**src/rtl/bc1_block_decoder_core_defines.svh**
```systemverilog
// Assertion macros shared by the BC1 block decoder RTL.
`ifndef BC1_BLOCK_DECODER_CORE_DEFINES_SVH
`define BC1_BLOCK_DECODER_CORE_DEFINES_SVH

`ifndef SYNTHESIS
`define BC1_ASSERT_IMP(label, ante, cons, msg) \
	label: assert property (@(posedge clk) disable iff (!arst_n) (ante) |-> (cons)) else $error(msg);
`define BC1_ASSERT_NEXT(label, ante, cons, msg) \
	label: assert property (@(posedge clk) disable iff (!arst_n) (ante) |=> (cons)) else $error(msg);
`else
`define BC1_ASSERT_IMP(label, ante, cons, msg)
`define BC1_ASSERT_NEXT(label, ante, cons, msg)
`endif

`endif

```
**src/rtl/bc1_pkg.sv**
```systemverilog
// Types, constants and helper functions for the BC1 block decoder.
`timescale 1ns / 1ps

package bc1_pkg;

	localparam int unsigned PIXELS    = 16;
	localparam int unsigned CNT_W     = 4;
	localparam int unsigned CHAN_W    = 6;
	// floor(x / 3) == (x * 171) >> 9 holds for every x below 512.
	localparam logic [7:0]  RECIP3    = 8'd171;
	localparam int unsigned RECIP_SH  = 9;
	localparam logic [CNT_W-1:0] LAST_PIX = CNT_W'(PIXELS - 1);

	typedef struct packed {
		logic [CHAN_W-1:0] r;
		logic [CHAN_W-1:0] g;
		logic [CHAN_W-1:0] b;
		logic              a;
	} rgb_t;

	function automatic rgb_t expand565(input logic [15:0] v);
		rgb_t c;
		c.r = {v[15:11], 1'b0};
		c.g = v[10:5];
		c.b = {v[4:0], 1'b0};
		c.a = 1'b1;
		return c;
	endfunction

	// Weighted two-thirds blend of one channel, exact floor division by three.
	function automatic logic [CHAN_W-1:0] third_mix(input logic [CHAN_W-1:0] near_v,
			input logic [CHAN_W-1:0] far_v);
		logic [7:0]  sum;
		logic [15:0] prod;
		sum  = {1'b0, near_v, 1'b0} + {2'b00, far_v};
		prod = {8'd0, sum} * {8'd0, RECIP3};
		return prod[RECIP_SH +: CHAN_W];
	endfunction

	function automatic logic [CHAN_W-1:0] half_mix(input logic [CHAN_W-1:0] a_v,
			input logic [CHAN_W-1:0] b_v);
		logic [CHAN_W:0] sum;
		sum = {1'b0, a_v} + {1'b0, b_v};
		return sum[CHAN_W:1];
	endfunction

endpackage

```
**src/rtl/bc1_block_decoder_core.sv**
```systemverilog
// Top level of the BC1 block decoder: one block in, sixteen pixels out.
//
// Channel | Handshake          | Payload
// blk     | blk_valid/blk_stall | block_word[63:0]
// pix     | pix_valid/pix_stall | pixel_row, pixel_col, red, green, blue, opaque, last
//
// A block is held in one input register and emits one pixel per cycle while the
// pixel side does not stall; the sixteen-step pixel counter picks each pixel in turn.
// The next block is taken on the same edge that moves the last pixel out, so
// blocks stream with no gap. Palette and index selection sit between the input
// register and the output register. Reset clears only the valid flags and the
// counter. A stall on the pixel side holds the output register and the counter.
`timescale 1ns / 1ps

`include "bc1_block_decoder_core_defines.svh"

module bc1_block_decoder_core
	import bc1_pkg::*;
(
	input  logic        clk,
	input  logic        arst_n,
	input  logic        blk_valid,
	output logic        blk_stall,
	input  logic [63:0] block_word,
	output logic        pix_valid,
	input  logic        pix_stall,
	output logic [1:0]  pixel_row,
	output logic [1:0]  pixel_col,
	output logic [5:0]  red,
	output logic [5:0]  green,
	output logic [5:0]  blue,
	output logic        opaque,
	output logic        last
);

	logic [63:0]      word_s1;
	logic             valid_s1;
	logic [CNT_W-1:0] cnt_q;

	logic             out_valid_q;
	logic [1:0]       row_q;
	logic [1:0]       col_q;
	rgb_t             pix_q;
	logic             last_q;

	logic             advance;
	logic             emit;
	logic             blk_take;
	logic [15:0]      c0;
	logic [15:0]      c1;
	rgb_t             col0;
	rgb_t             col1;
	logic [1:0]       sel;
	logic [31:0]      idx_bits;
	rgb_t             pick;

	assign advance   = !out_valid_q || !pix_stall;
	assign emit      = advance && valid_s1;
	assign blk_stall = valid_s1 && !(emit && (cnt_q == LAST_PIX));
	assign blk_take  = blk_valid && !blk_stall;

	assign c0       = word_s1[15:0];
	assign c1       = word_s1[31:16];
	assign col0     = expand565(c0);
	assign col1     = expand565(c1);
	assign idx_bits = word_s1[63:32];
	assign sel      = idx_bits[{cnt_q, 1'b0} +: 2];

	// Only the palette entry that this pixel selects is built.
	always_comb begin
		pick = col0;
		case (sel)
			2'd0: pick = col0;
			2'd1: pick = col1;
			2'd2: begin
				if (c0 > c1) begin
					pick.r = third_mix(col0.r, col1.r);
					pick.g = third_mix(col0.g, col1.g);
					pick.b = third_mix(col0.b, col1.b);
				end else begin
					pick.r = half_mix(col0.r, col1.r);
					pick.g = half_mix(col0.g, col1.g);
					pick.b = half_mix(col0.b, col1.b);
				end
				pick.a = 1'b1;
			end
			default: begin
				if (c0 > c1) begin
					pick.r = third_mix(col1.r, col0.r);
					pick.g = third_mix(col1.g, col0.g);
					pick.b = third_mix(col1.b, col0.b);
					pick.a = 1'b1;
				end else begin
					pick = '0;
				end
			end
		endcase
	end

	always_ff @(posedge clk or negedge arst_n) begin
		if (!arst_n) begin
			valid_s1 <= 1'b0;
			cnt_q    <= '0;
		end else if (blk_take) begin
			valid_s1 <= 1'b1;
			cnt_q    <= '0;
		end else if (emit) begin
			if (cnt_q == LAST_PIX) begin
				valid_s1 <= 1'b0;
			end
			cnt_q <= cnt_q + 1'b1;
		end
	end

	always_ff @(posedge clk) begin
		if (blk_take) begin
			word_s1 <= block_word;
		end
	end

	always_ff @(posedge clk or negedge arst_n) begin
		if (!arst_n) begin
			out_valid_q <= 1'b0;
		end else if (advance) begin
			out_valid_q <= valid_s1;
		end
	end

	always_ff @(posedge clk) begin
		if (emit) begin
			row_q  <= cnt_q[3:2];
			col_q  <= cnt_q[1:0];
			pix_q  <= pick;
			last_q <= (cnt_q == LAST_PIX);
		end
	end

	assign pix_valid = out_valid_q;
	assign pixel_row = row_q;
	assign pixel_col = col_q;
	assign red       = pix_q.r;
	assign green     = pix_q.g;
	assign blue      = pix_q.b;
	assign opaque    = pix_q.a;
	assign last      = last_q;

	`BC1_ASSERT_IMP(a_last_corner, pix_valid && last, (pixel_row == 2'd3) && (pixel_col == 2'd3), "last pixel is not the bottom right corner")
	`BC1_ASSERT_IMP(a_clear_black, pix_valid && !opaque, (red == '0) && (green == '0) && (blue == '0), "transparent pixel carries color")
	`BC1_ASSERT_IMP(a_take_on_last, blk_take && valid_s1, cnt_q == LAST_PIX, "new block request taken while pixels remain")
	`BC1_ASSERT_NEXT(a_no_gap, pix_valid && !pix_stall && !last, pix_valid, "pixel stream of a block has a gap")

endmodule

```
**config.mk**
```make
export PLATFORM = sky130hd
export DESIGN_NAME = bc1_block_decoder_core
export DESIGN_NICKNAME = d
export VERILOG_FILES = /design/src/rtl/bc1_pkg.sv /design/src/rtl/bc1_block_decoder_core.sv
export VERILOG_INCLUDE_DIRS = /design/src /design/src/rtl
export SDC_FILE = /design/constraint.sdc
export NUM_CORES = 1
export LEC_CHECK = 0
export BUFFER_PORTS_ARGS = -buffer_cell sky130_fd_sc_hd__buf_4
export CAP_MARGIN = 20
export CORE_ASPECT_RATIO = 0.7
export CORE_MARGIN = 10
export CORE_UTILIZATION = 63
export DETAILED_ROUTE_END_ITERATION = 8
export PLACE_DENSITY = 0.89
export SYNTH_ARGS = -nofsm -noshare
export SYNTH_HDL_FRONTEND = slang
export SYNTH_SLANG_ARGS = --single-unit
export TNS_END_PERCENT = 30
```
**constraint.sdc**
```tcl
create_clock -name clk -period 6.4 [get_ports clk]
set_input_delay 0.32 -clock clk [delete_from_list [all_inputs] [get_ports clk]]
set_output_delay 0.32 -clock clk [all_outputs]
set_load 0.01 [all_outputs]
```
== Word level (Yosys, flattened, before mapping) ==
Cells that the tools add are included.
W data, S select, Z words.
Word-level totals
  bits in registers: 94
  bits of input ports: 68
  output and inout port bits: 26
  logic and storage cells: 53
Operators by class
  add/subtract/negate cells: 10
  multiply operators: 6
  order comparisons: 1
  equal/unequal tests: 3
  shift-type cells: 1
  muxes and demuxes: 8
  reduce and logical (&&, ||, !) cells: 13
Operators by type and width (number)
  $mul A8 B8 Y15 const B: 6
  $pmux W19 S3: 1
  $add A7 B6 Y8: 6
  $shiftx A32 B6 Y2: 1
  $add A6 B6 Y7: 3
  $mux W19: 1
  $mux W18: 1
  $gt A16 B16 Y1: 1
  $mux W4: 2
  $add A4 B1 Y4 const B: 1
  $eq A4 B4 Y1 const B: 1
  $logic_and A1 B1 Y1: 4
  $logic_not A1 Y1: 4
  $reduce_bool A2 Y1: 2
  $mux W1: 3
  $eq A2 B1 Y1 const B: 1
  $eq A2 B2 Y1 const B: 1
  $logic_not A2 Y1: 1
  $reduce_and A2 Y1: 1
  $logic_or A1 B1 Y1: 1

== Depth between registers and ports, before layout ==
  depth after elaboration: 10
  mapped depth: 21
  mapped depth without buffers: 21

== Least setup slack after synthesis ==
Ideal clock, no wire load.
  kind: reg2reg
  start point: reg word_s1[5]
  end point: reg pix_q (netlist bit green[3]) (data pin)
  setup time: 0.261 ns
  arrival time: 4.967 ns
  data required time: 6.139 ns
  slack: 1.172 ns
  cell stages (with the launch flop): 21
  buffers on the path: 0
  period minus slack after synthesis: 5.228 ns
  cell sequence: edfxtp_1 ha_1 fa_1 a21o_1 a21oi_1 nor2b_1 o21ai_1 inv_1 ha_1 fa_1 inv_1 fa_1 inv_1 ha_1 o21a_1 o21ai_0 o2111ai_1 a21oi_1 xor2_1 o311ai_1 a221o_1
RTL lines
  from (decl): line bc1_block_decoder_core.sv:36  | logic [63:0] word_s1;
  from (signal assigned): line bc1_block_decoder_core.sv:117  | word_s1 <= block_word;
  to (signal assigned): line bc1_block_decoder_core.sv:133  | pix_q <= pick;
  to (decl): line bc1_block_decoder_core.sv:43  | rgb_t pix_q;

==> out/qor.txt <==
Die X: 182 um
Setup tns final: 0 ps
Multi-input logic area: 7940 um2
Outcome: completed
Pin count of the biggest net entering global routing: 57
Synth warn: 0
Most common cell after layout, fill and taps aside: ha_1
Clock period minus worst slack: 5860 ps
CTS buffer count: 9
IO Count: 94
Antenna violations before repair: 0
Port bufs: 93
Layout cells sized above 1: 12.1%
Sequential cell area: 2790 um2
Area grow syn2layout: 11.0%
Mapped Area: 11,600 um2
Synth Flop Type: edfxtp_1
Number of global-route vias before repair: 8,888
Area contributors post-synth: ha_1 31%, edfxtp_1 23%, fa_1 11%
Diode count: 0
DRC: 0
# rows: 41
Mapped Cells: 1,112
Pwr per Cell Area: 334 nW/um2
Cell taking the most area after synthesis: ha_1
Syn nets: 1,527
Worst slew pin tran: 1030 ps
FILL cells: 1,253
CP max FO: 7
GR Util All Layers: 21.9%
Post-synth EDFFs: 88
First-pass GRT wire length: 43.9 mm
Area of the die: 24,300 um2
Detailed Routing Iterations Pass 1: 5
Cts repair resizes: 0
# setup viols final: 0
Post-CTS setup buffer count: 0
Met2 Use GR: 36.6%
Core box area: 18,100 um2
Clock transition at path regs: 80 ps
Slowest-stage cell, CP: fa_1
Initial Util: 64.3%
Crit share post-route: 91.5%
WP data arrival: 5960 ps
Syn_area_per_cell: 10.4 um2
Total Nets Final: 1,626
Met1 Usage GRT: 28.7%
RSZ-0062 raised after global routing: false
CP Launch Type: flop
Design area: 12,900 um2
Yosys cell types: 75
Final worst slack: 544 ps
Worst setup EP type: flop
Post-DRT Antenna Nets: 0
Max-slew violation count: 0
Leak: 0.00652 uW
Routed wire length: 26.3 mm
Hold Violations, Final: 0
CTS H-tree depth: 3
Area after DPL: 12,600 um2
Final core occ: 71.3%
Routability cong.: 0.887
Seq/Total Area, Yosys: 24.1%
Avg WL per Cell: 18.1 um
Share of the synthesized area in the top cell type: 30.6%
Synth Register Bits: 94
GR Overflow Total: 0
Hold crit path type: primary input to flop
CP cell instances: ha_1, fa_1, a21o_1, a21oi_1, nor2b_1, o21ai_1, inv_1, ha_1, fa_1, inv_1, fa_1, inv_1, ha_1, o21a_1, o21ai_0, o2111ai_1, a21oi_1, xor2_1, o311ai_1, a221o_1
Worst rel slew slack: 30.9%
Vias: 8,462
GR Layer Usage met3: 4.46%
DP Wirelength: 21.7 mm
Max clock buf depth: 2
Setup slack, reg-to-reg: 540 ps
VDD IR-drop max: 0.000199 V
Clk sink count: 94
Worst-Skew Late Latency: 360 ps
DRT iter0 DRCs: 544
Most frequent cells in the layout: 284 x ha_1, 211 x inv_1, 99 x buf_4
Max_cap viols: 0
Gr busiest metal: met2
Max Clk Rate: 0.171 GHz
Worst path max stage delay: 530 ps
Asr flop ratio synth: 6.38%
Die height: 134 um
Pre-CTS setup slack: 633 ps
Via density: 5.83
CTS root buffer: clkbuf_16
CTS tree: done
Layout Skew: 11.6 ps
Setup CP Type: flop to flop
Worst EP required: 6510 ps
[synth_stat cells, types with 3 or more instances]
cell type	count
ha_1	284
inv_1	211
edfxtp_1	88
fa_1	63
xnor2_1	55
a21oi_1	48
nand2_1	42
nor2_1	40
o21ai_0	24
a21o_1	19
xor2_1	19
nand3_1	16
nor3_1	14
mux2i_1	13
nor2b_1	11
a31oi_1	10
o211ai_1	9
nand4_1	8
o21bai_1	8
a211oi_1	7
nand2b_1	7
or3_1	7
dfrtp_1	6
and3_1	5
mux4_1	5
o21a_1	5
o221ai_1	5
a221o_1	4
buf_2	4
o21ba_2	4
o31ai_1	4
mux4_2	3
nand3_2	3
o21ai_1	3
o31a_1	3
or2_2	3
[kinds of logic after synthesis]
family / Yosys count / synth area share, %
AOI/OAI and AO/OA: 179 / 10.6
xor gates and xnor gates: 75 / 5.78
adders and majority gates: 347 / 41.5
buffers and inverters: 226 / 7.68
DFF: 94 / 24.1
muxes: 21 / 2.84
and+or+nand+nor: 170 / 7.50
[registers in the layout (all words and copies together) (netlist names)]
signal and cells:
pixel_row 2, pixel_col 2, red 6, valid_s1 1, blue 6, opaque 1, green 6, last 1
cnt_q 4, pix_valid 1, word_s1 64
[area by class of cell]
cell class | count | area share (%)
Tap cell | 236 | 2.29
Clock buffer | 9 | 1.75
Clock inverter | 7 | 0.602
Sequential cell | 94 | 21.7
Inverter | 214 | 6.23
Timing Repair Buffer | 100 | 5.85
Multi-Input combinational cell | 792 | 61.6
[worst paths after layout]
check / start / end / cells past startpoint
max reg2reg: word_s1[5] / green[3] / 20
min: block_word[37] / word_s1[37] / 1
max: word_s1[5] / green[3] / 20
min reg2reg: valid_s1 / pix_valid / 2
min in group asynchronous: arst_n / cnt_q[1] / 2
max in group asynchronous: arst_n / cnt_q[2] / 2
[where the power goes]
group	internal, uW	switching, uW
combinational	1220	1620
clock	277	277
sequential	823	85.1
total	2320	1980
[critical path, delay by kind of cell (launching register included)]
kind            cells  cell delay [ps]
fa+ha+maj           6             2340
buf+inv             3              260
simple gates        1              100
compound gates      9             2190
flops               1              520
xor+xnor            1              240
[repair_timing]
action / 4_1_cts / 5_1_grt
setup endpoints to repair: 0 / 0
hold buffers: 1 / 0
endpoints found under the hold margin: 6 / 0
[metal layers]
layer / vias to the layer above / wire (um) / part of all wire, %
met5: - / 0 / 0
met4: 0 / 408 / 1.5
met3: 41 / 1780 / 6.8
met2: 292 / 12300 / 47
met1: 4042 / 11900 / 45
li1: 4087 / - / -
[per-stage QoR]
stage / hold slack (ps) / power [uW] / instances
floorplan: 24.4 / 2960 / 1112
global placement: 133 / 3560 / 1435
detailed placement: 137 / 3700 / 1435
CTS: 123 / 4280 / 1452
global route: 120 / 4690 / 1452
finish: 127 / 4300 / 1452
Power figures use the tool's default switching activity.
